<file path="config.mk">
export PLATFORM = sky130hd
export DESIGN_NAME = bbrf_scale
export DESIGN_NICKNAME = d
export VERILOG_FILES = /design/src/rtl/bbrf_pkg.sv /design/src/rtl/bbrf_scale.sv
export SDC_FILE = /design/constraint.sdc
export NUM_CORES = 2
export LEC_CHECK = 0
export ABC_AREA = 1
export CAP_MARGIN = 10
export CORE_MARGIN = 2
export CORE_UTILIZATION = 62
export CTS_CLUSTER_SIZE = 25
export DETAILED_ROUTE_END_ITERATION = 12
export DONT_BUFFER_PORTS = 1
export GPL_ROUTABILITY_DRIVEN = 0
export PLACE_DENSITY = 0.89
export SETUP_SLACK_MARGIN = 0.4
export SYNTH_ARGS = -nofsm -noshare
export SYNTH_HDL_FRONTEND = slang
export SYNTH_SLANG_ARGS = --single-unit
</file>
<file path="constraint.sdc">
create_clock -name aclk -period 6.1 [get_ports aclk]
set_clock_uncertainty 0.15 [all_clocks]
set_input_delay 0.305 -clock aclk [delete_from_list [all_inputs] [get_ports aclk]]
set_output_delay 0.305 -clock aclk [all_outputs]
set_load 0.03 [all_outputs]
</file>
<file path="src/rtl/bbrf_pkg.sv">
// shared constants, types and state codes for the row box blur
// no dependencies; imported by every rtl file of the block

package bbrf_pkg;

    localparam int MAX_RADIUS   = 31;
    localparam int CHANNEL_BITS = 16;
    localparam int RING_DEPTH   = 2 * MAX_RADIUS + 1;
    localparam int AGE_W        = $clog2(RING_DEPTH + 1);
    localparam int RADIUS_W     = 5;
    localparam int RECIP_W      = 17;
    localparam int FRAC_BITS    = 16;
    localparam int SUM_W        = CHANNEL_BITS + $clog2(RING_DEPTH);
    localparam int PROD_W       = SUM_W + RECIP_W;
    localparam int TDATA_W      = 3 * CHANNEL_BITS;
    localparam int CFG_INDEX_W  = 2;
    localparam int CFG_W        = RECIP_W;

    // register indexes on the configuration port
    localparam logic [CFG_INDEX_W-1:0] REG_RADIUS     = CFG_INDEX_W'(0);
    localparam logic [CFG_INDEX_W-1:0] REG_RECIPROCAL = CFG_INDEX_W'(1);

    localparam logic [RADIUS_W-1:0] RADIUS_RESET = RADIUS_W'(1);
    localparam logic [RECIP_W-1:0]  RECIP_RESET  = RECIP_W'(21845);

    typedef logic [CHANNEL_BITS-1:0] chan_t;
    typedef logic [AGE_W-1:0]        age_t;
    typedef logic [SUM_W-1:0]        sum_t;

    // red in the low bits, as on the stream
    typedef struct packed {
        chan_t blue;
        chan_t green;
        chan_t red;
    } pixel_t;

    typedef struct packed {
        sum_t blue;
        sum_t green;
        sum_t red;
    } sums_t;

    typedef struct packed {
        logic insert;
        logic rotate;
    } cell_ctrl_t;

    typedef struct packed {
        logic enable;
        age_t age;
        age_t back;
        age_t radius;
        age_t cap;
    } acc_ctrl_t;

    typedef enum logic [1:0] {
        ST_IDLE,
        ST_ROTATE,
        ST_SCALE,
        ST_ROUND
    } state_t;

endpackage

</file>
<file path="src/rtl/bbrf_scale.sv">
// window sum times q16 reciprocal, then round half up and saturate
// depends on bbrf_pkg

module bbrf_scale (
    input  logic                          aclk,
    input  logic                          load,
    input  logic [bbrf_pkg::RECIP_W-1:0]  reciprocal,
    input  bbrf_pkg::sums_t               sums,
    output bbrf_pkg::pixel_t              result
);
    import bbrf_pkg::*;

    localparam int SH_W = PROD_W + 1 - FRAC_BITS;
    localparam logic [PROD_W:0] HALF = (PROD_W+1)'(1) << (FRAC_BITS - 1);

    sum_t                sum_ch    [3];
    logic [PROD_W-1:0]   prod_reg  [3];
    logic [PROD_W-1:0]   prod_next [3];
    logic [PROD_W:0]     rounded   [3];
    logic [SH_W-1:0]     shifted   [3];
    chan_t               chan_out  [3];

    assign sum_ch[0] = sums.red;
    assign sum_ch[1] = sums.green;
    assign sum_ch[2] = sums.blue;

    always_comb begin
        for (int c = 0; c < 3; c++) begin
            prod_next[c] = prod_reg[c];
            if (load) begin
                prod_next[c] = PROD_W'(sum_ch[c]) * PROD_W'(reciprocal);
            end
        end
    end

    always_ff @(posedge aclk) begin
        for (int c = 0; c < 3; c++) begin
            prod_reg[c] <= prod_next[c];
        end
    end

    always_comb begin
        for (int c = 0; c < 3; c++) begin
            rounded[c] = {1'b0, prod_reg[c]} + HALF;
            shifted[c] = rounded[c][PROD_W:FRAC_BITS];
            if (|shifted[c][SH_W-1:CHANNEL_BITS]) begin
                chan_out[c] = '1;
            end else begin
                chan_out[c] = shifted[c][CHANNEL_BITS-1:0];
            end
        end
    end

    assign result.red   = chan_out[0];
    assign result.green = chan_out[1];
    assign result.blue  = chan_out[2];

endmodule

</file>
==> flow_summary.json <==
{
  "outcome": "finished, final reports clean",
  "seq_area_frac_synth": 0.0511,
  "ff_latch_area_um2": 2160,
  "min_path_type": "in2reg",
  "cp-end-kind": "flip-flop",
  "ys_ff_latch": 72,
  "dpl_cell_area_um2": 42400,
  "rsz0062_at_grt": "false",
  "cts_setup_buffers": 0,
  "io_buffers": 0,
  "startpoint_type": "input port",
  "drcViolationCount": 0,
  "overflow": 0,
  "syn_area_um2": 42300,
  "die_x_um": 265,
  "ys.warnings.count": 0,
  "crit_end": "prod_reg[0][65]",
  "final_max_slew_viol_count": 0,
  "syn_avg_cell_area_um2": 7.51,
  "multi_input_area_um2": 32800,
  "cts_tree": "yes",
  "yosysUniqueCellTypes": 45,
  "dieHeight_um": 265,
  "max-slew-margin-rel": 0.415,
  "clk_pin_slew_ns": 0.08,
  "track_usage": 0.327,
  "htreeDepth": 3,
  "synth_nets": 6953,
  "critPathLaunch": "reciprocal[2]",
  "cts_buffers": 9,
  "cts_resized": 0,
  "grt_start_max_net_pins": 73,
  "stdcell_area_um2": 42800,
  "holdWs_ns": 0.215,
  "fin_cells": 6278,
  "ant_nets": 0,
  "hold_violations": 0,
  "dr.pass1.iters": 12,
  "setup_viol": 0,
  "whs_path_depth": 1,
  "clockBufferDepth": 2,
  "final.setup.tns_ns": 0,
  "required_ns": 6.08,
  "start_util": 0.628,
  "antenna_found_initial": 0,
  "maxCapViolations": 0,
  "cts_root_buffer": "clkbuf_16",
  "first_global_vias": 37496,
  "tightest_slew_ns": 0.877,
  "drtIter0Drc": 3739,
  "viasPerCell": 5.61,
  "layout_min_cycle_time_ns": 5.45,
  "grt_first_pass_wirelength_um": 183000,
  "row_count": 95,
  "area_delta_synth_final_pct": 1.03,
  "max_freq_ghz": 0.183,
  "vias": 35243,
  "num_io_pins": 133,
  "cp_max_fo": 66,
  "nets": 6711,
  "crit_arrival_ns": 5.43,
  "wire_per_inst_um": 17.8,
  "routed_wirelength_um": 112000,
  "drive_gt1_frac": 0.0204,
  "place_inst": 6260,
  "fp.coreArea_um2": 67400,
  "largest_reg_flops": 72,
  "cts_sinks": 72,
  "synthCells": 5641,
  "crit_type": "in2reg",
  "fillers": 5341,
  "hpwlAfterDp_um": 87700,
  "die_area_um2": 70400,
  "min_period_over_period": 0.894
}
-- timing repair --
action,in CTS,in global routing
hold buffers,1,0
endpoints found under the hold margin,72,0
endpoints found under the setup margin,0,0
-- cell type report --
type	instances	area share
Antenna cell	1	0.0000585
Clock buffer	9	0.00527
Clock inverter	7	0.00240
Inverter	1691	0.148
Multi-Input combinational cell	3624	0.767
Sequential cell	72	0.0505
Tap cell	873	0.0255
Timing Repair Buffer	1	0.000644
-- synth_stat cells, drive strengths merged --
master     n  area, µm²
xor2      65        569
a21boi     9       67.6
edfxtp    72       2160
nand2   1581       5970
nor3      53        302
clkbuf   209        785
fa       891      17800
o21ai     78        390
xnor2     28        245
buf       45        230
o21bai     6       45.0
o211ai     1       7.51
nand3    140        886
o31ai      2       15.0
nand4     31        239
a21oi    138        691
o21a      15        113
and2       1       6.26
nand3b    17        140
ha       336       4200
a31oi      4       25.0
and3       1       6.26
a21o       8       60.1
nor4       1       6.26
or2        1       6.26
inv     1691       6350
o311ai     2       17.5
nor2     211        925
nor3b      3       32.5
a211oi     1       7.51
-- metal layers --
layer	track usage	vias to the layer above	part of all wire
met2	0.546	2268	0.47
met4	0.165	0	0.058
met1	0.400	16924	0.35
met3	0.0745	517	0.12
li1	-	15534	-
met5	0	-	0
-- critical path: stages --
cell and delay [ns]:
nand2_1 0.10, fa_1 0.55, inv_1 0.06, fa_1 0.52, inv_1 0.05, fa_1 0.52, inv_1 0.06, fa_1 0.46
fa_1 0.52, inv_1 0.06, fa_1 0.48, inv_1 0.04, ha_1 0.33, a21oi_1 0.30, o21ai_0 0.22, a21oi_1 0.19
o21ai_0 0.24, nand2_1 0.12, nand2_1 0.06, xor2_1 0.16
-- metrics by stage --
stage / worst slack (ns) / utilization
floorplan: 0.385 / -
global route: 0.485 / 0.635
detailed placement: 0.427 / 0.629
global placement: 0.467 / 0.629
CTS: 0.796 / 0.635
finish: 0.650 / 0.635
-- how the worst min path moves through the flow --
stage / endpoint / from / slack, ns
detailed placement: prod_reg[0][66] / load / 0.29
CTS: prod_reg[0][112] / load / 0.22
floorplan: prod_reg[0][100] / load / 0.27
finish: prod_reg[0][112] / load / 0.22
global route: prod_reg[0][112] / load / 0.23
global placement: prod_reg[0][74] / load / 0.29
-- logic make-up (layout without fill, tap and decap cells) --
logic type,count (synthesis),in the layout,synth area share
flip-flops,72,72,0.0511
other,0,1,0
AO/OA/AOI/OAI,264,264,0.0340
AND/OR/NAND/NOR,2040,2040,0.201
XOR/XNOR,93,93,0.0192
buffers and inverters,1945,1708,0.174
adder cells (fa/ha/maj),1227,1227,0.521
-- layout by cell type, fill, tap and decap left out, types with 37 or more instances in the layout --
cell type,synthesis,final
o21ai_0,78,78
nand3_1,103,103
nor2_1,191,191
a21oi_1,138,138
ha_1,336,336
nand2_1,1571,1571
fa_1,891,891
xor2_1,65,65
edfxtp_1,72,72
inv_1,1678,1678
nand3_2,37,37
nor3_1,47,47
Power is not shown: default switching activity piles up to over one toggle a cycle in this logic, so the estimate is an artifact.
