`src/rtl/bbrf_pkg.sv`:
```
// shared constants, types and state codes for the row box blur
// no dependencies; imported by every rtl file of the block

package bbrf_pkg;

    localparam int MAX_RADIUS   = 31;
    localparam int CHANNEL_BITS = 16;
    localparam int RING_DEPTH   = 2 * MAX_RADIUS + 1;
    localparam int AGE_W        = $clog2(RING_DEPTH + 1);
    localparam int RADIUS_W     = 5;
    localparam int RECIP_W      = 17;
    localparam int FRAC_BITS    = 16;
    localparam int SUM_W        = CHANNEL_BITS + $clog2(RING_DEPTH);
    localparam int PROD_W       = SUM_W + RECIP_W;
    localparam int TDATA_W      = 3 * CHANNEL_BITS;
    localparam int CFG_INDEX_W  = 2;
    localparam int CFG_W        = RECIP_W;

    // register indexes on the configuration port
    localparam logic [CFG_INDEX_W-1:0] REG_RADIUS     = CFG_INDEX_W'(0);
    localparam logic [CFG_INDEX_W-1:0] REG_RECIPROCAL = CFG_INDEX_W'(1);

    localparam logic [RADIUS_W-1:0] RADIUS_RESET = RADIUS_W'(1);
    localparam logic [RECIP_W-1:0]  RECIP_RESET  = RECIP_W'(21845);

    typedef logic [CHANNEL_BITS-1:0] chan_t;
    typedef logic [AGE_W-1:0]        age_t;
    typedef logic [SUM_W-1:0]        sum_t;

    // red in the low bits, as on the stream
    typedef struct packed {
        chan_t blue;
        chan_t green;
        chan_t red;
    } pixel_t;

    typedef struct packed {
        sum_t blue;
        sum_t green;
        sum_t red;
    } sums_t;

    typedef struct packed {
        logic insert;
        logic rotate;
    } cell_ctrl_t;

    typedef struct packed {
        logic enable;
        age_t age;
        age_t back;
        age_t radius;
        age_t cap;
    } acc_ctrl_t;

    typedef enum logic [1:0] {
        ST_IDLE,
        ST_ROTATE,
        ST_SCALE,
        ST_ROUND
    } state_t;

endpackage

```
`src/rtl/bbrf_accum.sv`:
```
// weighted accumulate of the pixel at the chain tap, one age per cycle while enabled
// depends on bbrf_pkg

module bbrf_accum (
    input  logic                aclk,
    input  bbrf_pkg::acc_ctrl_t ctrl,
    input  bbrf_pkg::pixel_t    tap,
    output bbrf_pkg::sums_t     sums
);
    import bbrf_pkg::*;

    age_t  span;
    age_t  hi;
    age_t  weight;
    chan_t tap_ch   [3];
    logic [CHANNEL_BITS+AGE_W-1:0] term [3];
    sum_t  acc_reg  [3];
    sum_t  acc_next [3];

    // window spans ages back-radius .. back+radius; low end clamps to the
    // newest pixel, high end to the first pixel of the row (age cap)
    always_comb begin
        span   = age_t'(ctrl.back + ctrl.radius);
        hi     = (span < ctrl.cap) ? span : ctrl.cap;
        weight = age_t'(ctrl.age <= hi)
               + ((ctrl.age == '0) ? age_t'(ctrl.radius - ctrl.back) : '0)
               + ((ctrl.age == hi) ? age_t'(span - hi) : '0);
    end

    assign tap_ch[0] = tap.red;
    assign tap_ch[1] = tap.green;
    assign tap_ch[2] = tap.blue;

    always_comb begin
        for (int c = 0; c < 3; c++) begin
            // ages outside the window add nothing, whatever the cell holds
            term[c]     = (weight == '0) ? '0
                        : (CHANNEL_BITS+AGE_W)'(tap_ch[c]) * (CHANNEL_BITS+AGE_W)'(weight);
            acc_next[c] = acc_reg[c];
            if (ctrl.enable) begin
                // first age of a pass starts a fresh sum
                acc_next[c] = ((ctrl.age == '0) ? '0 : acc_reg[c]) + sum_t'(term[c]);
            end
        end
    end

    always_ff @(posedge aclk) begin
        for (int c = 0; c < 3; c++) begin
            acc_reg[c] <= acc_next[c];
        end
    end

    assign sums.red   = acc_reg[0];
    assign sums.green = acc_reg[1];
    assign sums.blue  = acc_reg[2];

endmodule

```
`config.mk`:
```
export PLATFORM = sky130hd
export DESIGN_NAME = bbrf_accum
export DESIGN_NICKNAME = d
export VERILOG_FILES = /design/src/rtl/bbrf_pkg.sv /design/src/rtl/bbrf_accum.sv
export SDC_FILE = /design/constraint.sdc
export NUM_CORES = 1
export LEC_CHECK = 0
export ABC_AREA = 1
export BUFFER_PORTS_ARGS = -buffer_cell sky130_fd_sc_hd__buf_2
export CAP_MARGIN = 20
export CORE_MARGIN = 3
export CORE_UTILIZATION = 45
export DETAILED_ROUTE_END_ITERATION = 12
export PLACE_DENSITY = 0.69
export SLEW_MARGIN = 0
export SYNTH_ARGS = -nofsm -noshare
export SYNTH_HDL_FRONTEND = slang
export SYNTH_SLANG_ARGS = --single-unit
```
`constraint.sdc`:
```
create_clock -name aclk -period 14.7 [get_ports aclk]
set_input_delay 1.47 -clock aclk [delete_from_list [all_inputs] [get_ports aclk]]
set_output_delay 1.47 -clock aclk [all_outputs]
set_load 0.01 [all_outputs]
```
==> qor.yml <==
floorplan:
  rows: 68
  die_w_um: 195
  start_util_pct: 46.1
  die_h_um: 195
  die-area_um2: 38000
  io_pins: 140
  coreArea_um2: 34900
synthesis:
  synthTopCellsByArea: "fa_1 (22%), ha_1 (14%), edfxtp_1 (12%), inv_1 (12%), nand2_1 (9.9%)"
  ys_types: 54
  synth_top_area_cell: "fa_1"
  ys_async_sr_fraction_pct: 0
  synthFlopType: "edfxtp_1"
  synth-seq-cells: 66
  syn_area_um2: 16100
  avgSynthCellArea_um2: 7.23
  synthDominantCellAreaShare_pct: 22.3
  netlist_instances: 2222
  synth-edff-count: 66
  synth_commonest_cells: "inv_1 (526), nand2_1 (423), nor2_1 (232), fa_1 (179), ha_1 (179)"
  yosysMostFrequentCell: "inv_1"
  ys_seq_area_share_pct: 12.3
  syn_nets: 2654
  yosys_warnings: 0
placement:
  hpwl_um: 33800
  globalplace.congestion: 0.912
  numPortBuffers: 139
  placed_cell_area_um2: 17200
clock_tree:
  hold_buffers: 0
  cts_buffer_depth: 2
  cts_resized: 0
  cts.sinks: 66
  path_clk_slew_ns: 0.06
  numCtsBuffers: 9
  postCtsSetupRepairBufs: 0
  h-tree-depth: 3
  cts_tree: "yes"
  cts_root_buf: "clkbuf_16"
  worst_skew_pair.late_latency_ns: 0.34
setup_path:
  crit_start: "ctrl[14]"
  cp-start-kind: "input pin"
  worstPathRequired_ns: 14.80
  critPathKind: "in2reg"
  crit_cells: 60
  crit_fanout: 39
  cp_num_buf_inv: 13
  reg2reg_from: "acc_reg[0][22]"
  path_common_cell: "inv_1"
  slowest_delay_ns: 0.79
  reg2reg_slack_ns: 11.55
  crit_family: "adder cells"
  cpMaxStageDelayCell: "inv_2"
  cp-endpoint: "acc_reg[0][65]"
  worstSetupEndpointType: "flop"
  arrival_ns: 12.18
  rr_endpoint: "acc_reg[0][42]"
  r2r_cells: 15
power:
  leakagePower_nw: 10.0
  switchingPower_mw: 1.33
  pwr-share-comb_pct: 74.9
  ir_drop_mv: 0.143
  pwr-share-clk_pct: 8.0
  power.total_mw: 2.60
  netSwitchingFraction_pct: 51.3
  internal-power_mw: 1.27
  p_seq_share_pct: 17.1
  p_per_area_nw_per_um2: 149
global_route:
  grt_pass1_wl_um: 69100
  grt_pass1_vias: 14800
  grt_max_degree: 68
  antenna_found_initial: 3
  overflow: 0
  track_usage_pct: 21.7
drt:
  wl_per_cell_um: 14.3
  vias: 14200
  wl_um: 40100
  ant_nets: 0
  drt_iter0_drc: 705
  drc: 0
  firstDrtPassIters: 5
  vias_per_cell: 5.08
sta:
  min_period_over_period_pct: 82.2
  max_freq_ghz: 0.0827
  setup_tns_ns: 0
  skew_ns: 0.00513
  finalHoldViolations: 0
  period_needed_ns: 12.09
  maxSlewViolCount: 0
  setup_violations: 0
  rsz0062_at_grt: "no"
  slew_headroom_pct: 28.6
  worstMarginPinSlew_ns: 1.07
layout:
  regArea_um2: 1980
  layout-drive-gt1-share_pct: 12.9
  final_util_pct: 50.1
  nFillCells: 3510
  areaGrowthSynthToFinish_pct: 8.70
  final_area_um2: 17500
  largest_register_ffs: 66
  fin_nets: 2770
  multi_input_area_um2: 11700
run_status:
  run_status: "finished clean"
job:
  cap_viol_max_count: 0
worst_hold_path:
  hold_path.class: "reg2reg"
  hold_depth: 3
[cell type report]
cell class | count | area share [%]
Tap cell | 455 | 3.26
Inverter | 572 | 12.3
Timing Repair Buffer | 147 | 4.44
Clock buffer | 11 | 1.33
Sequential cell | 66 | 11.3
Clock inverter | 4 | 0.251
Antenna cell | 1 | 0.0143
Multi-Input combinational cell | 1542 | 67.1
[routing by layer]
| metal | part of all wire (%) | GRT usage (%) |
|---|---|---|
| met1 | 41 | 26.1 |
| met2 | 53 | 41.4 |
| met3 | 4.1 | 2.81 |
| met4 | 1.8 | 4.30 |
| met5 | 0.075 | 0 |
[how the worst min path moves through the flow]
stage,start,end
after global routing,acc_reg[0][22],acc_reg[0][22]
after detailed placement,acc_reg[0][44],acc_reg[0][44]
after global placement,acc_reg[0][44],acc_reg[0][44]
after floorplan,acc_reg[0][44],acc_reg[0][44]
final,acc_reg[0][44],acc_reg[0][44]
after CTS,acc_reg[0][44],acc_reg[0][44]
[tightest hold or removal path: stages, from the launching register on]
cell      delay [ns]
edfxtp_1        0.33
nand2_1         0.05
inv_1           0.05
ha_1            0.11
[stage by stage]
step	std cells	hold WS, ns	setup slack (ns)
floorplan	2222	0.686	4.00
global placement	2781	0.627	2.50
detailed placement	2781	0.635	2.27
CTS	2796	0.652	2.61
global route	2798	0.687	1.44
finish	2798	0.648	2.61
[power by group through the flow]
stage               sequential (mW)  clock (mW)  combinational, mW
detailed placement            0.449           0               1.95
global placement              0.447           0               1.91
CTS                           0.447       0.212               1.96
global route                  0.457       0.221               2.23
finish                        0.445       0.208               1.95
floorplan                     0.484           0               1.43
[logic make-up after synthesis]
logic type	share of synthesized area, %
buffers and inverters	14.8
XOR/XNOR	3.75
adder cells (fa/ha/maj)	36.2
AND/OR/NAND/NOR	24.1
flip-flops	12.3
AO/OA/AOI/OAI	8.80
[cell usage in the layout (no fill, tap or decap), types with 2 or more instances in the layout]
cell type  netlist  layout
buf_4            1       7
o31ai_1          5       5
a31o_2           3       3
o21bai_1         9       9
nand3_2         32      32
a31oi_1          8       8
clkinv_2         0       2
fa_1           179     178
nand2_2          5       5
buf_2            5     139
nor2_4          11      11
nand3_1         75      75
or2_2           34      34
a21o_1           7       7
inv_1          526     525
nand2_1        423     423
inv_2           45      46
o21a_1           3       3
edfxtp_1        66      66
o21ai_1         13      13
ha_1           179     179
nor3_1          13      13
xnor2_1         26      26
a21oi_1        137     137
clkbuf_1        22       2
nor4_1           7       7
nor2_1         232     232
xor2_1          41      41
o21ai_0         56      56
a21boi_0         4       4
clkbuf_16        0       9
nand4_1         15      15
nand3b_1         5       5
o221ai_1         2       2
(Power assumes the default switching activity.)
