**config.mk**
```make
export PLATFORM = sky130hd
export DESIGN_NAME = bbrf_cell
export DESIGN_NICKNAME = d
export VERILOG_FILES = /design/src/rtl/bbrf_pkg.sv /design/src/rtl/bbrf_cell.sv
export SDC_FILE = /design/constraint.sdc
export NUM_CORES = 1
export LEC_CHECK = 0
export BUFFER_PORTS_ARGS = -buffer_cell sky130_fd_sc_hd__buf_2
export CELL_PAD_IN_SITES_DETAIL_PLACEMENT = 1
export CELL_PAD_IN_SITES_GLOBAL_PLACEMENT = 1
export CORE_AREA = 2 2 85 87
export DETAILED_ROUTE_END_ITERATION = 12
export DIE_AREA = 0 0 87 89
export HOLD_SLACK_MARGIN = 0.06
export PLACE_DENSITY = 0.86
export REMOVE_ABC_BUFFERS = 1
export SYNTH_ARGS = -nofsm -noshare
export SYNTH_HDL_FRONTEND = slang
export SYNTH_SLANG_ARGS = --single-unit
```
**constraint.sdc**
```tcl
create_clock -name aclk -period 2.48 [get_ports aclk]
set_input_delay 0.124 -clock aclk [delete_from_list [all_inputs] [get_ports aclk]]
set_output_delay 0.124 -clock aclk [all_outputs]
set_load 0.02 [all_outputs]
```
**src/rtl/bbrf_pkg.sv**
```systemverilog
// shared constants, types and state codes for the row box blur
// no dependencies; imported by every rtl file of the block

package bbrf_pkg;

    localparam int MAX_RADIUS   = 31;
    localparam int CHANNEL_BITS = 16;
    localparam int RING_DEPTH   = 2 * MAX_RADIUS + 1;
    localparam int AGE_W        = $clog2(RING_DEPTH + 1);
    localparam int RADIUS_W     = 5;
    localparam int RECIP_W      = 17;
    localparam int FRAC_BITS    = 16;
    localparam int SUM_W        = CHANNEL_BITS + $clog2(RING_DEPTH);
    localparam int PROD_W       = SUM_W + RECIP_W;
    localparam int TDATA_W      = 3 * CHANNEL_BITS;
    localparam int CFG_INDEX_W  = 2;
    localparam int CFG_W        = RECIP_W;

    // register indexes on the configuration port
    localparam logic [CFG_INDEX_W-1:0] REG_RADIUS     = CFG_INDEX_W'(0);
    localparam logic [CFG_INDEX_W-1:0] REG_RECIPROCAL = CFG_INDEX_W'(1);

    localparam logic [RADIUS_W-1:0] RADIUS_RESET = RADIUS_W'(1);
    localparam logic [RECIP_W-1:0]  RECIP_RESET  = RECIP_W'(21845);

    typedef logic [CHANNEL_BITS-1:0] chan_t;
    typedef logic [AGE_W-1:0]        age_t;
    typedef logic [SUM_W-1:0]        sum_t;

    // red in the low bits, as on the stream
    typedef struct packed {
        chan_t blue;
        chan_t green;
        chan_t red;
    } pixel_t;

    typedef struct packed {
        sum_t blue;
        sum_t green;
        sum_t red;
    } sums_t;

    typedef struct packed {
        logic insert;
        logic rotate;
    } cell_ctrl_t;

    typedef struct packed {
        logic enable;
        age_t age;
        age_t back;
        age_t radius;
        age_t cap;
    } acc_ctrl_t;

    typedef enum logic [1:0] {
        ST_IDLE,
        ST_ROTATE,
        ST_SCALE,
        ST_ROUND
    } state_t;

endpackage

```
**src/rtl/bbrf_cell.sv**
```systemverilog
// one stage of the pixel chain: shifts older on insert, newer on rotate
// depends on bbrf_pkg

module bbrf_cell (
    input  logic                aclk,
    input  bbrf_pkg::cell_ctrl_t ctrl,
    input  bbrf_pkg::pixel_t    lower_in,
    input  bbrf_pkg::pixel_t    upper_in,
    output bbrf_pkg::pixel_t    q
);
    import bbrf_pkg::*;

    pixel_t pix_reg;
    pixel_t pix_next;

    always_comb begin
        pix_next = pix_reg;
        if (ctrl.insert) begin
            pix_next = lower_in;
        end else if (ctrl.rotate) begin
            pix_next = upper_in;
        end
    end

    always_ff @(posedge aclk) begin
        pix_reg <= pix_next;
    end

    assign q = pix_reg;

endmodule

```
==> results of run 1 <==
-- cells in the mapped netlist --
master / count
or2_1: 1
buf_6: 2
buf_4: 3
edfxtp_1: 48
mux2_2: 39
mux2_4: 9
-- power groups by stage --
stage	Sequential (mW)	Combinational, mW	Clock [mW]
finish	1.02	0.395	0.442
global route	1.02	0.423	0.492
CTS	1.02	0.402	0.470
detailed placement	1.04	0.401	0
global placement	1.03	0.393	0
floorplan	1.16	0.0826	0
-- routing by layer --
metal	share of wire (%)	GRT usage, %	vias up	routed length, microns
li1	-	-	697	-
met1	35	13.9	723	1870
met2	55	25.3	82	2980
met3	8.6	4.62	6	462
met4	1.0	4.69	0	55
met5	0	0	-	0
-- worst max-delay path, delay by kind of cell --
family,cells,cell delay [ns]
buffers and inverters,2,0.61
muxes,1,0.41
-- logic make-up after synthesis --
group,Yosys count,synth area share (%)
buffers and inverters,5,2.18
flip-flops,48,69.7
multiplexers,48,27.8
AND/OR/NAND/NOR,1,0.303
-- worst max path at each step --
stage,start,end,slack (ns),cells after the start
2_1_floorplan,ctrl[0],q[0]$_DFFE_PP_,0.86,1
3_3_place_gp,ctrl[1],q[12]$_DFFE_PP_,1.07,3
4_1_cts,ctrl[1],q[7]$_DFFE_PP_,1.36,3
5_1_grt,ctrl[1],q[7]$_DFFE_PP_,1.30,3
3_5_place_dp,ctrl[1],q[7]$_DFFE_PP_,1.04,3
6_report,ctrl[1],q[7]$_DFFE_PP_,1.36,3
-- layout make-up --
cell class | instances | area share [%]
clock inverter | 1 | 0.127
multi-input combinational | 49 | 19.6
clock buffer | 7 | 2.58
sequential | 48 | 48.7
timing repair buffer | 148 | 25.6
tap | 80 | 3.38
==> reports/qor.yml, run 1 <==
status:
  outcome: "complete, no violations"
power_and_ir_drop:
  sw_frac_of_total_pct: 26.1
  switchingPower_mw: 0.484
  fin_total_pwr_mw: 1.85
  clockPowerShare_pct: 23.8
  sequentialPowerShare_pct: 54.8
  pwr_density_cell_nw_per_um2: 626
  comb_power_share_pct: 21.3
  power_leakage_nw: 1.35
  ir_worst_vdd_mv: 0.217
  internal-power_mw: 1.37
cells_and_area:
  layout_commonest_cell: "buf_2"
  layout_common_cells: "146 x buf_2, 48 x edfxtp_1, 39 x mux2_2, 9 x mux2_4, 5 x clkbuf_8"
  largest_reg_flops: 48
  syn_to_final_growth_pct: 43.2
  nFillCells: 745
  seq_area_sq_um: 1440
  final_util_pct: 44.1
  fin_cells: 333
  final_area_sq_um: 2960
  diodes: 0
  multi_input_area_sq_um: 581
  drive_gt1_share_pct: 79.8
  nets: 351
worst_setup_path:
  setup.worst_path.start_class: "input port"
  crit_chain: "buf_2 > buf_4 > mux2_2"
  slowest_delay_ns: 0.52
  critical_path_class: "input port to register"
  arrival_ns: 1.16
  cp_max_fo: 48
  endpoint_kind: "register"
  cp.required_ns: 2.52
  cp_slowest_cell: "buf_4"
synthesis:
  synth.distinct_cells: 6
  syn_area_sq_um: 2070
  synth_top_cell_area_share_pct: 69.7
  yosysTopAreaCell: "edfxtp_1"
  avgSynthCellArea_sq_um: 20.3
  ys_ff_latch: 48
  ys_seq_area_share_pct: 69.7
  ys_top_cells_by_area: "edfxtp_1 70%, mux2_2 21%, mux2_4 6.5%, buf_4 1.1%, buf_6 1.1%"
  synth_cells: 102
  yosysWarnings: 0
global_routing:
  antenna_found_initial: 0
  grt_pass1_vias: 1647
  grt_max_degree: 49
  grt_pass1_wl_mm: 7.86
  overflow: 0
  grt_use_total_pct: 13.5
die:
  start_util_pct: 30.8
  die_width_microns: 87
  coreArea_sq_um: 6720
  die_area_sq_um: 7740
  ios: 147
  row_count: 30
  die_h_microns: 89
route:
  vias_per_cell: 4.53
  drc: 0
  avgRoutedWirePerCell_microns: 16.1
  first_pass_iters: 3
  wl_mm: 5.36
  route.vias.total: 1508
  drt_iter0_drc: 49
  detail-route-antenna-nets: 0
sta:
  tns_ns: 0
  setup_ws_ns: 1.36
  max_freq_mhz: 897
  rsz0062_at_grt: "false"
  setup_viol: 0
  worst_hold_slack_ns: 0.127
  hold_viol_final: 0
  period_needed_ns: 1.12
  slew_violations: 0
  worst_pin_slew_ns: 0.639
  fin_crit_sh_pct: 45.0
  max_slew_margin_pct: 57.4
clocking:
  post_cts_resized: 0
  cts_buffers: 5
  ctsRootBufferMaster: "clkbuf_8"
  clock-sinks: 48
  cts_hold_buf: 0
  h-tree-depth: 2
  post_cts_buffers: 0
  cts_tree: "done"
  clk_pin_slew_ns: 0.09
  cts_buffer_depth: 2
place:
  dp_hpwl_mm: 4.27
  io_buffer_count: 146
  pre_cts_ws_ns: 1.04
  place.gp.congestion: 0.703
  dp_cells: 325
  placedInstanceArea_sq_um: 2880
min_path:
  hold_end: "q[31]$_DFFE_PP_"
  hold_path.class: "input port to register"
  hp-start: "upper_in[31]"
  hold_path_depth: 2
job:
  cap_violations: 0
Power figures use the tool's default switching activity.
==> run 2: changes to the inputs <==
Clock period 2.48 ns to 1.09 ns, I/O delays scaled along.
==> reports/qor.yml, run 2 (synthesized netlist as in run 1, its figures left out) <==
status:
  outcome: "complete, no violations"
sta:
  period_needed_ns: 0.938
  worst_pin_slew_ns: 0.168
  max_freq_mhz: 1070
  max_slew_margin_pct: 88.8
  fin_crit_sh_pct: 86.1
  hold_viol_final: 0
  rsz0062_at_grt: "false"
  tns_ns: 0
  slew_violations: 0
  setup_viol: 0
  worst_hold_slack_ns: 0.0686
global_routing:
  overflow: 0
  grt_use_total_pct: 15.7
  grt_pass1_vias: 1928
  grt_pass1_wl_mm: 9.10
  antenna_found_initial: 0
  grt_max_degree: 27
route:
  wl_mm: 6.40
  drt_iter0_drc: 58
  vias_per_cell: 4.47
  drc: 0
  avgRoutedWirePerCell_microns: 16.6
  detail-route-antenna-nets: 0
  route.vias.total: 1724
  first_pass_iters: 4
clocking:
  cts_buffers: 5
  cts_hold_buf: 35
  post_cts_buffers: 0
  cts_tree: "done"
  clock-sinks: 48
  cts_buffer_depth: 2
  ctsRootBufferMaster: "clkbuf_8"
  post_cts_resized: 0
  clk_pin_slew_ns: 0.08
  h-tree-depth: 2
cells_and_area:
  layout_common_cells: "146 x buf_2, 49 x dlygate4sd3_1, 48 x edfxtp_1, 39 x mux2_2, 9 x mux2_4"
  nets: 404
  drive_gt1_share_pct: 67.3
  layout_commonest_cell: "buf_2"
  largest_reg_flops: 48
  diodes: 0
  syn_to_final_growth_pct: 70.2
worst_setup_path:
  critical_path_class: "input port to register"
  cp.required_ns: 1.14
  cp_slowest_cell: "dlygate4sd3_1"
  cp_top_family: "buffers and inverters"
  cp_max_fo: 1
  setup.worst_path.start_class: "input port"
  endpoint_kind: "register"
  arrival_ns: 0.99
  slowest_delay_ns: 0.55
  crit_buf_inv: 2
  crit_chain: "dlygate4sd3_1 > buf_2 > mux2_2"
die:
  ios: 147
  row_count: 30
  coreArea_sq_um: 6720
  die_h_microns: 89
  start_util_pct: 30.8
  die_area_sq_um: 7740
  die_width_microns: 87
place:
  dp_hpwl_mm: 4.32
  io_buffer_count: 146
  place.gp.congestion: 0.745
power_and_ir_drop:
  comb_power_share_pct: 24.5
  clockPowerShare_pct: 22.9
  switchingPower_mw: 1.14
  ir_worst_vdd_mv: 0.596
  sw_frac_of_total_pct: 25.9
  power_leakage_nw: 1.59
  sequentialPowerShare_pct: 52.7
  internal-power_mw: 3.25
  pwr_density_cell_nw_per_um2: 1250
min_path:
  hold_path.class: "input port to register"
job:
  cap_violations: 0
run 2: worst paths after layout:
kind	cells past startpoint	slack [ns]	startpoint	end
worst max-delay path	3	0.15	lower_in[20]	q[20]$_DFFE_PP_
worst min-delay path	2	0.07	upper_in[29]	q[29]$_DFFE_PP_
run 2: final cells by class:
cell class,count,area [sq um]
clock buffer,7,76.3
clock inverter,1,3.75
fill,702,3200
multi-input combinational,49,581
sequential,48,1440
tap,80,100
timing repair buffer,201,1320
run 2: power by group through the flow:
stage	registers (mW)	logic (mW)	clock network [mW]
6_report	2.31	1.08	1.00
5_1_grt	2.33	1.14	1.15
4_1_cts	2.31	1.04	1.05
3_5_place_dp	2.36	0.938	0
3_3_place_gp	2.35	0.920	0
2_1_floorplan	2.63	0.188	0
run 2: per-layer routing:
metal	part of all wire [%]	global-route usage (%)	up-vias
met5	0	0	-
met4	2.4	4.69	0
met3	6.8	4.99	15
met2	59	33.2	89
met1	31	13.7	818
li1	-	-	802
run 2: metrics by stage:
stage | std cells | instance area, sq um | power [mW] | util (%) | setup WS, ns
after detailed placement | 329 | 2950 | 3.29 | 43.9 | 0.0243
after floorplan | 97 | 2020 | 2.82 | - | -0.459
after CTS | 372 | 3380 | 4.40 | 50.3 | 0.156
final | 386 | 3520 | 4.39 | 52.4 | 0.152
after global routing | 386 | 3520 | 4.62 | 52.4 | 0.132
after global placement | 329 | 2950 | 3.27 | 43.9 | 0.0555
